<file path="config.mk">
export PLATFORM = sky130hd
export DESIGN_NAME = partition_fit_allocator_core
export DESIGN_NICKNAME = d
export VERILOG_FILES = /design/src/rtl/pfa_pkg.sv /design/src/rtl/pfa_ram.sv /design/src/rtl/partition_fit_allocator_core.sv
export VERILOG_INCLUDE_DIRS = /design/src /design/src/rtl
export SDC_FILE = /design/constraint.sdc
export NUM_CORES = 1
export LEC_CHECK = 0
export ABC_CLOCK_PERIOD_IN_PS = 5100
export BUFFER_PORTS_ARGS = -buffer_cell sky130_fd_sc_hd__buf_2
export CAP_MARGIN = 15
export CORE_MARGIN = 2
export CORE_UTILIZATION = 50
export DETAILED_ROUTE_END_ITERATION = 8
export HOLD_SLACK_MARGIN = 0.1
export PLACE_DENSITY = 0.77
export SLEW_MARGIN = 10
export SYNTH_ARGS = -nofsm -noshare
export SYNTH_HDL_FRONTEND = slang
export SYNTH_HIERARCHICAL = 1
export SYNTH_SLANG_ARGS = --single-unit
</file>
<file path="constraint.sdc">
create_clock -name clock -period 5.1 [get_ports clock]
set_clock_uncertainty 0.05 [all_clocks]
set_input_delay 1.02 -clock clock [delete_from_list [all_inputs] [get_ports clock]]
set_output_delay 1.02 -clock clock [all_outputs]
set_load 0.1 [all_outputs]
</file>
<file path="src/rtl/partition_fit_allocator_core_assert.svh">
// ----------------------------------------------------------------------------
// partition_fit_allocator_core_assert
// Assertion macros for the allocator RTL.
// ----------------------------------------------------------------------------
`ifndef PARTITION_FIT_ALLOCATOR_CORE_ASSERT_SVH
`define PARTITION_FIT_ALLOCATOR_CORE_ASSERT_SVH

// Same-cycle implication, disabled during reset.
`define PFA_ASSERT_NOW(label, clk, rst, ante, cons, msg) \
   label: assert property (@(posedge clk) disable iff (rst) (ante) |-> (cons)) \
      else $error(msg);

// Next-cycle implication, disabled during reset.
`define PFA_ASSERT_NEXT(label, clk, rst, ante, cons, msg) \
   label: assert property (@(posedge clk) disable iff (rst) (ante) |=> (cons)) \
      else $error(msg);

`endif

</file>
<file path="src/rtl/pfa_pkg.sv">
// ----------------------------------------------------------------------------
// pfa_pkg
// Types and codes of the partition fit allocator.
// ----------------------------------------------------------------------------
package pfa_pkg;

   localparam int TYPE_W     = 1;
   localparam int STRATEGY_W = 2;
   localparam int SLOT_W     = 3;
   localparam int AMOUNT_W   = 16;
   localparam int STATUS_W   = 2;
   localparam int INDEX_W    = 3;
   localparam int COUNT_W    = 4;

   localparam logic [TYPE_W-1:0] REQ_DEFINE   = 1'b0;
   localparam logic [TYPE_W-1:0] REQ_ALLOCATE = 1'b1;

   localparam logic [STRATEGY_W-1:0] STRAT_FIRST    = 2'd0;
   localparam logic [STRATEGY_W-1:0] STRAT_BEST     = 2'd1;
   localparam logic [STRATEGY_W-1:0] STRAT_WORST    = 2'd2;
   localparam logic [STRATEGY_W-1:0] STRAT_RESERVED = 2'd3;

   localparam logic [STATUS_W-1:0] STATUS_ALLOCATED = 2'd0;
   localparam logic [STATUS_W-1:0] STATUS_FAILED    = 2'd1;
   localparam logic [STATUS_W-1:0] STATUS_DEFINED   = 2'd2;

   typedef enum logic [1:0] {
      S_IDLE,
      S_SCAN,
      S_WRITE,
      S_RESULT
   } pfa_state_type;

endpackage

</file>
<file path="src/rtl/pfa_ram.sv">
// ----------------------------------------------------------------------------
// pfa_ram
// Generic single-write, single-read RAM with registered read data.
// ----------------------------------------------------------------------------
module pfa_ram #(
   parameter  int WIDTH  = 17,
   parameter  int DEPTH  = 8,
   localparam int ADDR_W = (DEPTH > 1) ? $clog2(DEPTH) : 1
) (
   input  logic              clock,
   input  logic              we,
   input  logic [ADDR_W-1:0] waddr,
   input  logic [WIDTH-1:0]  wdata,
   input  logic              re,
   input  logic [ADDR_W-1:0] raddr,
   output logic [WIDTH-1:0]  rdata
);

   logic [WIDTH-1:0] mem_ff [DEPTH];
   logic [WIDTH-1:0] rdata_ff;

   always_ff @(posedge clock) begin
      if (we) begin
         mem_ff[waddr] <= wdata;
      end
      if (re) begin
         rdata_ff <= mem_ff[raddr];
      end
   end

   assign rdata = rdata_ff;

endmodule

</file>
<file path="src/rtl/partition_fit_allocator_core.sv">
// ----------------------------------------------------------------------------
// partition_fit_allocator_core
// Fixed partition table with define and first/best/worst fit allocate.
//
//   channel  dir  handshake            payload
//   req      in   req_valid/req_ready  req_type, req_strategy, req_slot_index,
//                                      req_amount
//   rsp      out  rsp_valid/rsp_ready  rsp_status, rsp_chosen_index
//   csr      in   csr_valid/csr_ready  csr_partitions_in_use
//
// Define writes the table on accept, then gives its result. Allocate scans
// L = min(partitions_in_use, NUM_PARTITIONS) entries through the single read
// port of the table RAM (one entry per cycle), then writes back the pick on a
// grant before the result; a miss goes straight to the result. Rejected
// allocates (reserved strategy, L = 0) skip the scan.
// Reset clears the entry valid bits and holds req and csr not ready; an entry
// never written reads as free, size zero. A new request is taken while a
// result waits on rsp; a finished result holds the sequencer until rsp frees up.
// ----------------------------------------------------------------------------
`include "partition_fit_allocator_core_assert.svh"

module partition_fit_allocator_core
   import pfa_pkg::*;
#(
   parameter int NUM_PARTITIONS = 8,
   parameter int SIZE_BITS      = 16
) (
   input  logic                  clock,
   input  logic                  reset,
   input  logic                  req_valid,
   output logic                  req_ready,
   input  logic [TYPE_W-1:0]     req_type,
   input  logic [STRATEGY_W-1:0] req_strategy,
   input  logic [SLOT_W-1:0]     req_slot_index,
   input  logic [AMOUNT_W-1:0]   req_amount,
   output logic                  rsp_valid,
   input  logic                  rsp_ready,
   output logic [STATUS_W-1:0]   rsp_status,
   output logic [INDEX_W-1:0]    rsp_chosen_index,
   input  logic                  csr_valid,
   output logic                  csr_ready,
   input  logic [COUNT_W-1:0]    csr_partitions_in_use
);

   localparam int IDX_W = (NUM_PARTITIONS > 1) ? $clog2(NUM_PARTITIONS) : 1;
   localparam int CNT_W = $clog2(NUM_PARTITIONS + 1);
   localparam int ENT_W = SIZE_BITS + 1;

   pfa_state_type state_ff, state_in;

   logic [COUNT_W-1:0]        csr_ff, csr_in;
   logic [NUM_PARTITIONS-1:0] valid_ff, valid_in;
   logic [STRATEGY_W-1:0]     strat_ff, strat_in;
   logic [SIZE_BITS-1:0]      amount_ff, amount_in;
   logic [CNT_W-1:0]          limit_ff, limit_in;
   logic [CNT_W-1:0]          issue_ff, issue_in;
   logic                      eval_v_ff, eval_v_in;
   logic [IDX_W-1:0]          eval_idx_ff, eval_idx_in;
   logic                      found_ff, found_in;
   logic [IDX_W-1:0]          best_idx_ff, best_idx_in;
   logic [SIZE_BITS-1:0]      best_size_ff, best_size_in;
   logic [STATUS_W-1:0]       res_status_ff, res_status_in;
   logic [INDEX_W-1:0]        res_index_ff, res_index_in;
   logic                      rsp_valid_ff, rsp_valid_in;
   logic [STATUS_W-1:0]       rsp_status_ff, rsp_status_in;
   logic [INDEX_W-1:0]        rsp_index_ff, rsp_index_in;

   logic              ram_we, ram_re;
   logic [IDX_W-1:0]  ram_waddr, ram_raddr;
   logic [ENT_W-1:0]  ram_wdata, ram_rdata;

   logic [CNT_W-1:0]     limit_now;
   logic                 slot_ok;
   logic                 ent_valid, ent_taken, ent_fits, ent_better;
   logic [SIZE_BITS-1:0] ent_size;

   pfa_ram #(
      .WIDTH (ENT_W),
      .DEPTH (NUM_PARTITIONS)
   ) u_table (
      .clock (clock),
      .we    (ram_we),
      .waddr (ram_waddr),
      .wdata (ram_wdata),
      .re    (ram_re),
      .raddr (ram_raddr),
      .rdata (ram_rdata)
   );

   // count above the table acts as the table size
   always_comb begin
      if (int'(csr_ff) > NUM_PARTITIONS) begin
         limit_now = CNT_W'(NUM_PARTITIONS);
      end else begin
         limit_now = CNT_W'(csr_ff);
      end
   end

   assign slot_ok = int'(req_slot_index) < NUM_PARTITIONS;

   // entry under evaluation; an entry never written reads as free, size zero
   assign ent_valid = valid_ff[eval_idx_ff];
   assign ent_size  = ent_valid ? ram_rdata[SIZE_BITS-1:0] : '0;
   assign ent_taken = ent_valid & ram_rdata[SIZE_BITS];
   assign ent_fits  = !ent_taken && (ent_size >= amount_ff);
   assign ent_better = !found_ff
                     || ((strat_ff == STRAT_BEST)  && (ent_size < best_size_ff))
                     || ((strat_ff == STRAT_WORST) && (ent_size > best_size_ff));

   always_comb begin
      state_in      = state_ff;
      csr_in        = csr_ff;
      valid_in      = valid_ff;
      strat_in      = strat_ff;
      amount_in     = amount_ff;
      limit_in      = limit_ff;
      issue_in      = issue_ff;
      eval_v_in     = 1'b0;
      eval_idx_in   = eval_idx_ff;
      found_in      = found_ff;
      best_idx_in   = best_idx_ff;
      best_size_in  = best_size_ff;
      res_status_in = res_status_ff;
      res_index_in  = res_index_ff;
      rsp_valid_in  = rsp_valid_ff;
      rsp_status_in = rsp_status_ff;
      rsp_index_in  = rsp_index_ff;
      req_ready     = 1'b0;
      csr_ready     = !reset;
      ram_we        = 1'b0;
      ram_waddr     = best_idx_ff;
      ram_wdata     = {1'b1, best_size_ff};
      ram_re        = 1'b0;
      ram_raddr     = issue_ff[IDX_W-1:0];

      if (csr_valid && csr_ready) begin
         csr_in = csr_partitions_in_use;
      end

      if (rsp_valid_ff && rsp_ready) begin
         rsp_valid_in = 1'b0;
      end

      unique case (state_ff)
         S_IDLE: begin
            req_ready = !reset;
            if (req_valid && req_ready) begin
               strat_in      = req_strategy;
               amount_in     = SIZE_BITS'(req_amount);
               limit_in      = limit_now;
               issue_in      = '0;
               found_in      = 1'b0;
               res_status_in = STATUS_FAILED;
               res_index_in  = '0;
               state_in      = S_RESULT;
               if (req_type == REQ_DEFINE) begin
                  if (slot_ok) begin
                     ram_we        = 1'b1;
                     ram_waddr     = IDX_W'(req_slot_index);
                     ram_wdata     = {1'b0, SIZE_BITS'(req_amount)};
                     res_status_in = STATUS_DEFINED;
                     res_index_in  = req_slot_index;
                  end
               end else if ((req_strategy != STRAT_RESERVED) && (limit_now != '0)) begin
                  state_in = S_SCAN;
               end
            end
         end

         S_SCAN: begin
            // read one entry per cycle, evaluate it the cycle after
            if (issue_ff < limit_ff) begin
               ram_re      = 1'b1;
               issue_in    = issue_ff + 1'b1;
               eval_v_in   = 1'b1;
               eval_idx_in = issue_ff[IDX_W-1:0];
            end
            if (eval_v_ff && ent_fits && ent_better) begin
               found_in     = 1'b1;
               best_idx_in  = eval_idx_ff;
               best_size_in = ent_size;
            end
            if (issue_ff == limit_ff) begin
               state_in = found_in ? S_WRITE : S_RESULT;
            end
         end

         S_WRITE: begin
            ram_we        = 1'b1;
            res_status_in = STATUS_ALLOCATED;
            res_index_in  = INDEX_W'(best_idx_ff);
            state_in      = S_RESULT;
         end

         S_RESULT: begin
            if (!rsp_valid_ff || rsp_ready) begin
               rsp_valid_in  = 1'b1;
               rsp_status_in = res_status_ff;
               rsp_index_in  = res_index_ff;
               state_in      = S_IDLE;
            end
         end

         default: begin
            state_in = S_IDLE;
         end
      endcase

      if (ram_we) begin
         valid_in[ram_waddr] = 1'b1;
      end
   end

   always_ff @(posedge clock) begin
      if (reset) begin
         state_ff     <= S_IDLE;
         csr_ff       <= '0;
         valid_ff     <= '0;
         eval_v_ff    <= 1'b0;
         rsp_valid_ff <= 1'b0;
      end else begin
         state_ff     <= state_in;
         csr_ff       <= csr_in;
         valid_ff     <= valid_in;
         eval_v_ff    <= eval_v_in;
         rsp_valid_ff <= rsp_valid_in;
      end
   end

   always_ff @(posedge clock) begin
      strat_ff      <= strat_in;
      amount_ff     <= amount_in;
      limit_ff      <= limit_in;
      issue_ff      <= issue_in;
      eval_idx_ff   <= eval_idx_in;
      found_ff      <= found_in;
      best_idx_ff   <= best_idx_in;
      best_size_ff  <= best_size_in;
      res_status_ff <= res_status_in;
      res_index_ff  <= res_index_in;
      rsp_status_ff <= rsp_status_in;
      rsp_index_ff  <= rsp_index_in;
   end

   assign rsp_valid        = rsp_valid_ff;
   assign rsp_status       = rsp_status_ff;
   assign rsp_chosen_index = rsp_index_ff;

   `PFA_ASSERT_NOW(a_scan_in_range, clock, reset, state_ff == S_SCAN,
      issue_ff <= limit_ff, "scan counter ran past the partition limit")

   `PFA_ASSERT_NOW(a_write_has_pick, clock, reset, state_ff == S_WRITE,
      found_ff && (CNT_W'(best_idx_ff) < limit_ff),
      "write-back without a valid pick")

   `PFA_ASSERT_NOW(a_no_write_in_scan, clock, reset, state_ff == S_SCAN,
      !ram_we, "table write during scan")

   `PFA_ASSERT_NEXT(a_grant_marked, clock, reset, state_ff == S_WRITE,
      valid_ff[$past(best_idx_ff)], "granted partition not marked written")

endmodule

</file>
==> results of run 1 <==
-- registers in the layout (all words and copies together) (netlist names) --
| name | flops |
|---|---|
| res_index_ff | 3 |
| limit_ff | 4 |
| eval_v_ff | 1 |
| best_idx_ff | 3 |
| u_table/rdata | 17 |
| issue_ff | 4 |
| rsp_chosen_index | 3 |
| best_size_ff | 16 |
| rsp_status | 2 |
| valid_ff | 8 |
| rsp_valid | 1 |
| res_status_ff | 2 |
| amount_ff | 16 |
| strat_ff | 2 |
| csr_ff | 4 |
| found_ff | 1 |
| eval_idx_ff | 3 |
| u_table/mem_ff | 136 |
| state_ff | 2 |
-- worst max-delay path, cell delays in order (launching register included) --
cell	delay [ns]
edfxtp_1	0.41
mux4_1	0.59
mux2_4	0.39
and2_1	0.22
ha_1	0.31
nand3_1	0.10
nor3_1	0.31
nand2_1	0.13
o211ai_1	0.25
o311a_1	0.21
o211a_1	0.70
-- layer usage --
| layer | up-vias | wire [um] | GRT usage (%) |
|---|---|---|---|
| li1 | 2384 | - | - |
| met1 | 2542 | 7658 | 23.71 |
| met2 | 151 | 8873 | 30.20 |
| met3 | 40 | 937 | 2.932 |
| met4 | 0 | 386 | 4.799 |
| met5 | - | 0 | 0 |
-- layout by cell type, fill, tap and decap left out, types with 18 or more instances in the layout --
cell | netlist | final
a21oi_1 | 19 | 19
buf_2 | 1 | 38
clkbuf_16 | 0 | 23
edfxtp_1 | 212 | 212
ha_1 | 39 | 39
inv_1 | 43 | 43
mux2_2 | 18 | 18
mux4_1 | 26 | 26
nand2_1 | 39 | 39
nor2_1 | 31 | 31
o21ai_0 | 23 | 23
-- cell usage after synthesis (all sizes together) (3+ instances only) --
cell type | count | area (um^2)
mux2i | 5 | 50.05
nor3 | 3 | 15.01
edfxtp | 212 | 6366
nor2b | 10 | 62.56
mux2 | 19 | 217.7
dfxtp | 16 | 320.3
a31oi | 4 | 25.02
ha | 39 | 488.0
a21o | 9 | 67.56
buf | 6 | 53.79
inv | 46 | 172.7
mux4 | 36 | 908.4
clkbuf | 13 | 48.80
nor2 | 32 | 122.6
nand2 | 40 | 157.6
and2 | 17 | 106.4
nand2b | 10 | 62.56
a21oi | 19 | 95.09
o21ai | 24 | 120.1
nand3 | 7 | 35.03
-- metrics by stage --
step           area, um^2  power [mW]  std cells
2_1_floorplan        9737       3.003        594
3_3_place_gp        10260       3.184        890
3_5_place_dp        10260       3.220        890
4_1_cts             10980       4.835        929
5_1_grt             10980       4.999        929
6_report            10980       4.805        929
-- final timing paths --
check                                           end  cells after the start  slack (ns)       startpoint
worst max register to register      best_size_ff[9]                     10        1.05   eval_idx_ff[0]
worst min-delay path            rsp_chosen_index[2]                      0        0.37  res_index_ff[2]
worst min register to register  rsp_chosen_index[2]                      0        0.37  res_index_ff[2]
worst max-delay path                best_size_ff[9]                     10        1.05   eval_idx_ff[0]
-- power by group --
group          switching [mW]  total, mW  internal (mW)  leakage, nW
Combinational           0.522      0.856          0.334         1.71
Clock                   0.647       1.62          0.975        0.349
Sequential             0.0525       2.33           2.27         2.04
Total                    1.22       4.80           3.58         4.10
-- area by class of cell --
class                      count  share of cell area (%)
clock buffer                  29                   5.448
clock inverter                10                   1.128
inverter                      46                   1.573
multi-input combinational    301                   25.37
sequential                   228                   60.91
tap                          265                   3.020
timing repair buffer          50                   2.553
-- kinds of logic (layout without fill, tap and decap cells) --
logic type	Yosys count	after routing
flops	228	228
simple gates	126	126
compound gates	73	73
buf+inv	65	135
mux	60	60
fa+ha+maj	39	39
xor+xnor	3	3
==> out/qor.yml, run 1 <==
die:
  dieHeight_um: 143.6
  fp-row-count: 51
  die_area_mm2: 0.02061
  io_pins: 39
  core_area_mm2: 0.01927
  initial_core_util_pct: 50.53
  die_x_um: 143.6
timing:
  drv_slew: 0
  fin_crit_sh_pct: 79.44
  fin_crit_ns: 4.052
  finalSetupViolations: 0
  final.setup.tns_ns: 0
  finalHoldViolCount: 0
  worst_slack_ns: 1.048
  rsz0062_at_grt: "false"
  max-slew-margin-rel_pct: 26.90
  fmax_mhz: 246.8
  whs_ns: 0.3710
  max_slew.worst_pin.slew_ns: 1.085
logic_synthesis:
  synthAdderAreaFrac_pct: 5.012
  synth_nets: 664
  ys_ff_latch: 228
  yosysWarnings: 6
  ys.flop_type: "edfxtp_1"
  synth_top_family_by_area: "multiplexers"
  synth-simple-area-share_pct: 6.245
  syn-cell-area_mm2: 0.009737
  synth_compound_area_share_pct: 4.896
  synth-xor-area-share_pct: 0.2699
  seq_area_frac_synth_pct: 68.67
  syn_inst: 594
  synth.distinct_cells: 49
  muxShareOfSynthArea_pct: 12.08
  avgSynthCellArea_um2: 16.39
  synth-edff-count: 212
  synthArstFlopShare_pct: 0
route:
  drcViolationCount: 0
  totalWireLength_um: 17860
  wl_per_cell_um: 19.22
  vias: 5117
  initialDrtViolationCount: 320
  via_per_inst: 5.508
  ant_nets: 0
  dr.pass1.iters: 6
critical_path:
  crit_type: "flip-flop to flip-flop"
  path_max_fanout: 19
  cp.required_ns: 5.18
  crit_path_start_kind: "flip-flop"
  arrival_ns: 4.13
  setup.worst_path.end_class: "flip-flop"
global_routing:
  grtUsageTotal_pct: 17.68
  antenna_found_initial: 0
  grt_max_degree: 40
  grt_pass1_wl_um: 27880
  grt-ovfl-total: 0
  grt_pass1_vias: 5267
clocking:
  post_cts_resized: 0
  cts_max_level: 1
  cts_sinks: 228
  cts_tree: "yes"
  post_cts_buffers: 0
  cts_made_buffers: 22
  clockBufferDepth: 3
  cts_hold_buf: 0
  cts_root_buf: "clkbuf_16"
  clk_latency_ns: 0.50
  clk_pin_slew_worst_paths_ns: 0.06
power_and_ir_drop:
  ir_drop_mv: 0.2251
  powerDensity_mw_per_mm2: 437.7
  total_leakage_power_nw: 4.102
place:
  gp_congestion: 0.9168
  portBuffers: 38
  post-place-ws_ns: 1.032
  post-dp-hpwl_um: 11650
status:
  status: "finished, final reports clean"
finish:
  finalCoreUtilization_pct: 56.97
  area_growth_syn_to_layout_pct: 12.75
  drive_gt1_share_pct: 17.92
  num-nets-final: 719
  diodes: 0
  seq_area_mm2: 0.006686
  nFillCells: 1448
  multi_input_area_mm2: 0.002785
flow_run:
  timing.max_cap.violations: 0
worst_hold_path:
  hold_class: "flip-flop to flip-flop"
(Power assumes the default switching activity.)
==> run 2, diff against run 1 <==
--- a/config.mk
+++ b/config.mk
@@ -6,7 +6,7 @@
 export SDC_FILE = /design/constraint.sdc
 export NUM_CORES = 1
 export LEC_CHECK = 0
-export ABC_CLOCK_PERIOD_IN_PS = 5100
+export ABC_CLOCK_PERIOD_IN_PS = 3850
 export BUFFER_PORTS_ARGS = -buffer_cell sky130_fd_sc_hd__buf_2
 export CAP_MARGIN = 15
 export CORE_MARGIN = 2
==> constraint.sdc (replaced) <==
create_clock -name clock -period 3.85 [get_ports clock]
set_clock_uncertainty 0.05 [all_clocks]
set_input_delay 0.77 -clock clock [delete_from_list [all_inputs] [get_ports clock]]
set_output_delay 0.77 -clock clock [all_outputs]
set_load 0.1 [all_outputs]
==> run 2 against run 1 <==
Setup slack got worse by 0.86 ns. Highest routed layer unchanged. Largest cell class unchanged. Sequential share of layout area barely moved. Non-clock buffer count rose by 5. Clock power rose by 25%. Routed wire length rose by 2.0%.
==> out/qor.yml, run 2 (synthesis results as in run 1) <==
timing:
  finalHoldViolCount: 0  # unchanged
  fin_crit_sh_pct: 95.09  # was 79.44%
  final.setup.tns_ns: 0  # unchanged
  fmax_mhz: 273.1  # was 246.8 MHz
  fin_crit_ns: 3.661  # was 4.052 ns
  rsz0062_at_grt: "false"  # unchanged
  finalSetupViolations: 0  # unchanged
  drv_slew: 0  # unchanged
  max_slew.worst_pin.slew_ns: 1.038  # was 1.085 ns
  max-slew-margin-rel_pct: 30.04  # was 26.90%
  whs_ns: 0.3744  # was 0.3710 ns
critical_path:
  cp_common_cell: "a21o_1"
  critPathCapture: "best_size_ff[10]"  # was best_size_ff[9]
  crit_start: "eval_idx_ff[0]"  # unchanged
  reg2reg_setup_slack_ns: 0.19  # was 1.05 ns
  worstRegToRegCells: 11  # was 10
  setup.worst_path.end_class: "flip-flop"  # unchanged
  crit_path_start_kind: "flip-flop"  # unchanged
  arrival_ns: 3.88  # was 4.13 ns
  crit_type: "flip-flop to flip-flop"  # unchanged
  cp_slowest_stage_delay_ns: 0.56  # was 0.70 ns
  path_max_fanout: 18  # was 19
  cp_top_family: "compound AO/OA/AOI/OAI gates"  # unchanged
  r2r_end: "best_size_ff[10]"  # was best_size_ff[9]
  crit_cells: 11  # was 10
  cp.required_ns: 4.07  # was 5.18 ns
  critPathSlowestCell: "mux4_1"  # was o211a_1
  timing.rr.start: "eval_idx_ff[0]"  # unchanged
  crit_chain: "mux4_1 > mux2_4 > and2_1 > ha_1 > a21o_1 > a21o_1 > a21oi_1 > o2111ai_1 > o311a_4 > o211a_1 > buf_4"  # was mux4_1 > mux2_4 > and2_1 > ha_1 > nand3_1 > nor3_1 > nand2_1 > o211ai_1 > o311a_1 > o211a_1
  cp.buffers_inverters: 1  # was 0
global_routing:
  antenna_found_initial: 0  # unchanged
  grt-ovfl-total: 0  # unchanged
  grt_pass1_wl_um: 28140  # was 27880 um
  grtUsageTotal_pct: 18.05  # was 17.68%
  grt_pass1_vias: 5265  # was 5267
  grt_max_degree: 38  # was 40
clocking:
  clockBufferDepth: 3  # unchanged
  cts_max_level: 1  # unchanged
  cts_sinks: 228  # unchanged
  post_cts_resized: 0  # unchanged
  clk_latency_ns: 0.51  # was 0.50 ns
  cts_root_buf: "clkbuf_16"  # unchanged
  post_cts_buffers: 0  # unchanged
  cts_made_buffers: 23  # was 22
  cts_tree: "yes"  # unchanged
  cts_hold_buf: 0  # unchanged
  clk_pin_slew_worst_paths_ns: 0.06  # about the same
route:
  top_layer: "met4"  # unchanged
  ant_nets: 0  # unchanged
  wl_met2_um: 9011  # was 8873 um
  drcViolationCount: 0  # unchanged
  wl_met1_um: 7813  # was 7658 um
  via_per_inst: 5.486  # was 5.508
  wl_per_cell_um: 19.47  # was 19.22 um
  route.met3.wl_um: 954  # was 937 um
  totalWireLength_um: 18210  # was 17860 um
  initialDrtViolationCount: 332  # was 320
  vias: 5129  # was 5117
  dr.pass1.iters: 5  # was 6
power_and_ir_drop:
  ir_drop_mv: 0.2825  # was 0.2251 mV
  powerDensity_mw_per_mm2: 571.5  # was 437.7 mW/mm^2
  total_leakage_power_nw: 4.107  # was 4.102 nW
die:
  initial_core_util_pct: 50.53  # unchanged
  core_area_mm2: 0.01927  # unchanged
  io_pins: 39  # unchanged
  die_x_um: 143.6  # unchanged
  dieHeight_um: 143.6  # unchanged
  die_area_mm2: 0.02061  # unchanged
  fp-row-count: 51  # unchanged
flow_run:
  timing.max_cap.violations: 0  # unchanged
finish:
  top_register: "u_table/mem_ff"  # unchanged
  area_growth_syn_to_layout_pct: 12.72  # was 12.75%
  layout_common_cells: "edfxtp_1, inv_1, nand2_1, ha_1, buf_2"  # unchanged
  final_cells: 935  # was 929
  diodes: 0  # unchanged
  final_common_cell: "edfxtp_1"  # unchanged
  num-nets-final: 725  # was 719
  largest_reg_flops: 136  # unchanged
  final_area_mm2: 0.01098  # about the same
  drive_gt1_share_pct: 18.36  # was 17.92%
worst_hold_path:
  hold_class: "flip-flop to flip-flop"  # unchanged
status:
  status: "finished, final reports clean"  # unchanged
place:
  place_area_mm2: 0.01029  # was 0.01026 mm^2
  post-dp-hpwl_um: 12190  # was 11650 um
  portBuffers: 38  # unchanged
  dp_cells: 895  # was 890
  gp_congestion: 0.9393  # was 0.9168
==> run 2: power breakdown <==
part           total [mW]  internal (mW)  switching [mW]
registers            3.10           3.01          0.0873
logic                1.14          0.453           0.689
clock network        2.03           1.17           0.858
==> run 2: worst min path at each step <==
stage | slack [ns] | cells after the start | from | to
CTS | 0.37 | 0 | res_index_ff[2] | rsp_chosen_index[2]
floorplan | 0.35 | 0 | res_index_ff[0] | rsp_chosen_index[0]
detailed placement | 0.36 | 0 | res_index_ff[2] | rsp_chosen_index[2]
finish | 0.37 | 0 | res_index_ff[2] | rsp_chosen_index[2]
global route | 0.37 | 1 | req_amount[8] | amount_ff[8]
global placement | 0.36 | 0 | res_status_ff[0] | rsp_status[0]
==> run 2: worst reg2reg max path, stage by stage (launching register included) <==
cell	delay (ns)
edfxtp_1	0.39
mux4_1	0.56
mux2_4	0.39
and2_1	0.23
ha_1	0.30
a21o_1	0.20
a21o_1	0.17
a21oi_1	0.19
o2111ai_1	0.19
o311a_4	0.42
o211a_1	0.15
buf_4	0.19
==> run 2: area by class of cell <==
type                       count  area (um^2)
clock buffer                  32        609.3
clock inverter                 8        72.57
tap                          265        331.6
fill                        1460         8295
sequential                   228         6686
timing repair buffer          55        317.8
inverter                      46        172.7
multi-input combinational    301         2785
==> run 2: routing by layer <==
metal | track usage, % | vias up
met3 | 2.632 | 35
met2 | 31.30 | 151
met1 | 23.58 | 2543
met4 | 5.831 | 0
li1 | - | 2400
met5 | 0 | -
==> run 2: metrics by stage <==
stage          power, mW  utilization (%)  worst slack, ns
2_1_floorplan      3.977                -           0.1667
6_report           6.273            56.95           0.1890
5_1_grt            6.534            56.95          0.03289
4_1_cts            6.316            56.95           0.2194
3_3_place_gp       4.234            53.42           0.2800
3_5_place_dp       4.286            53.42           0.2201
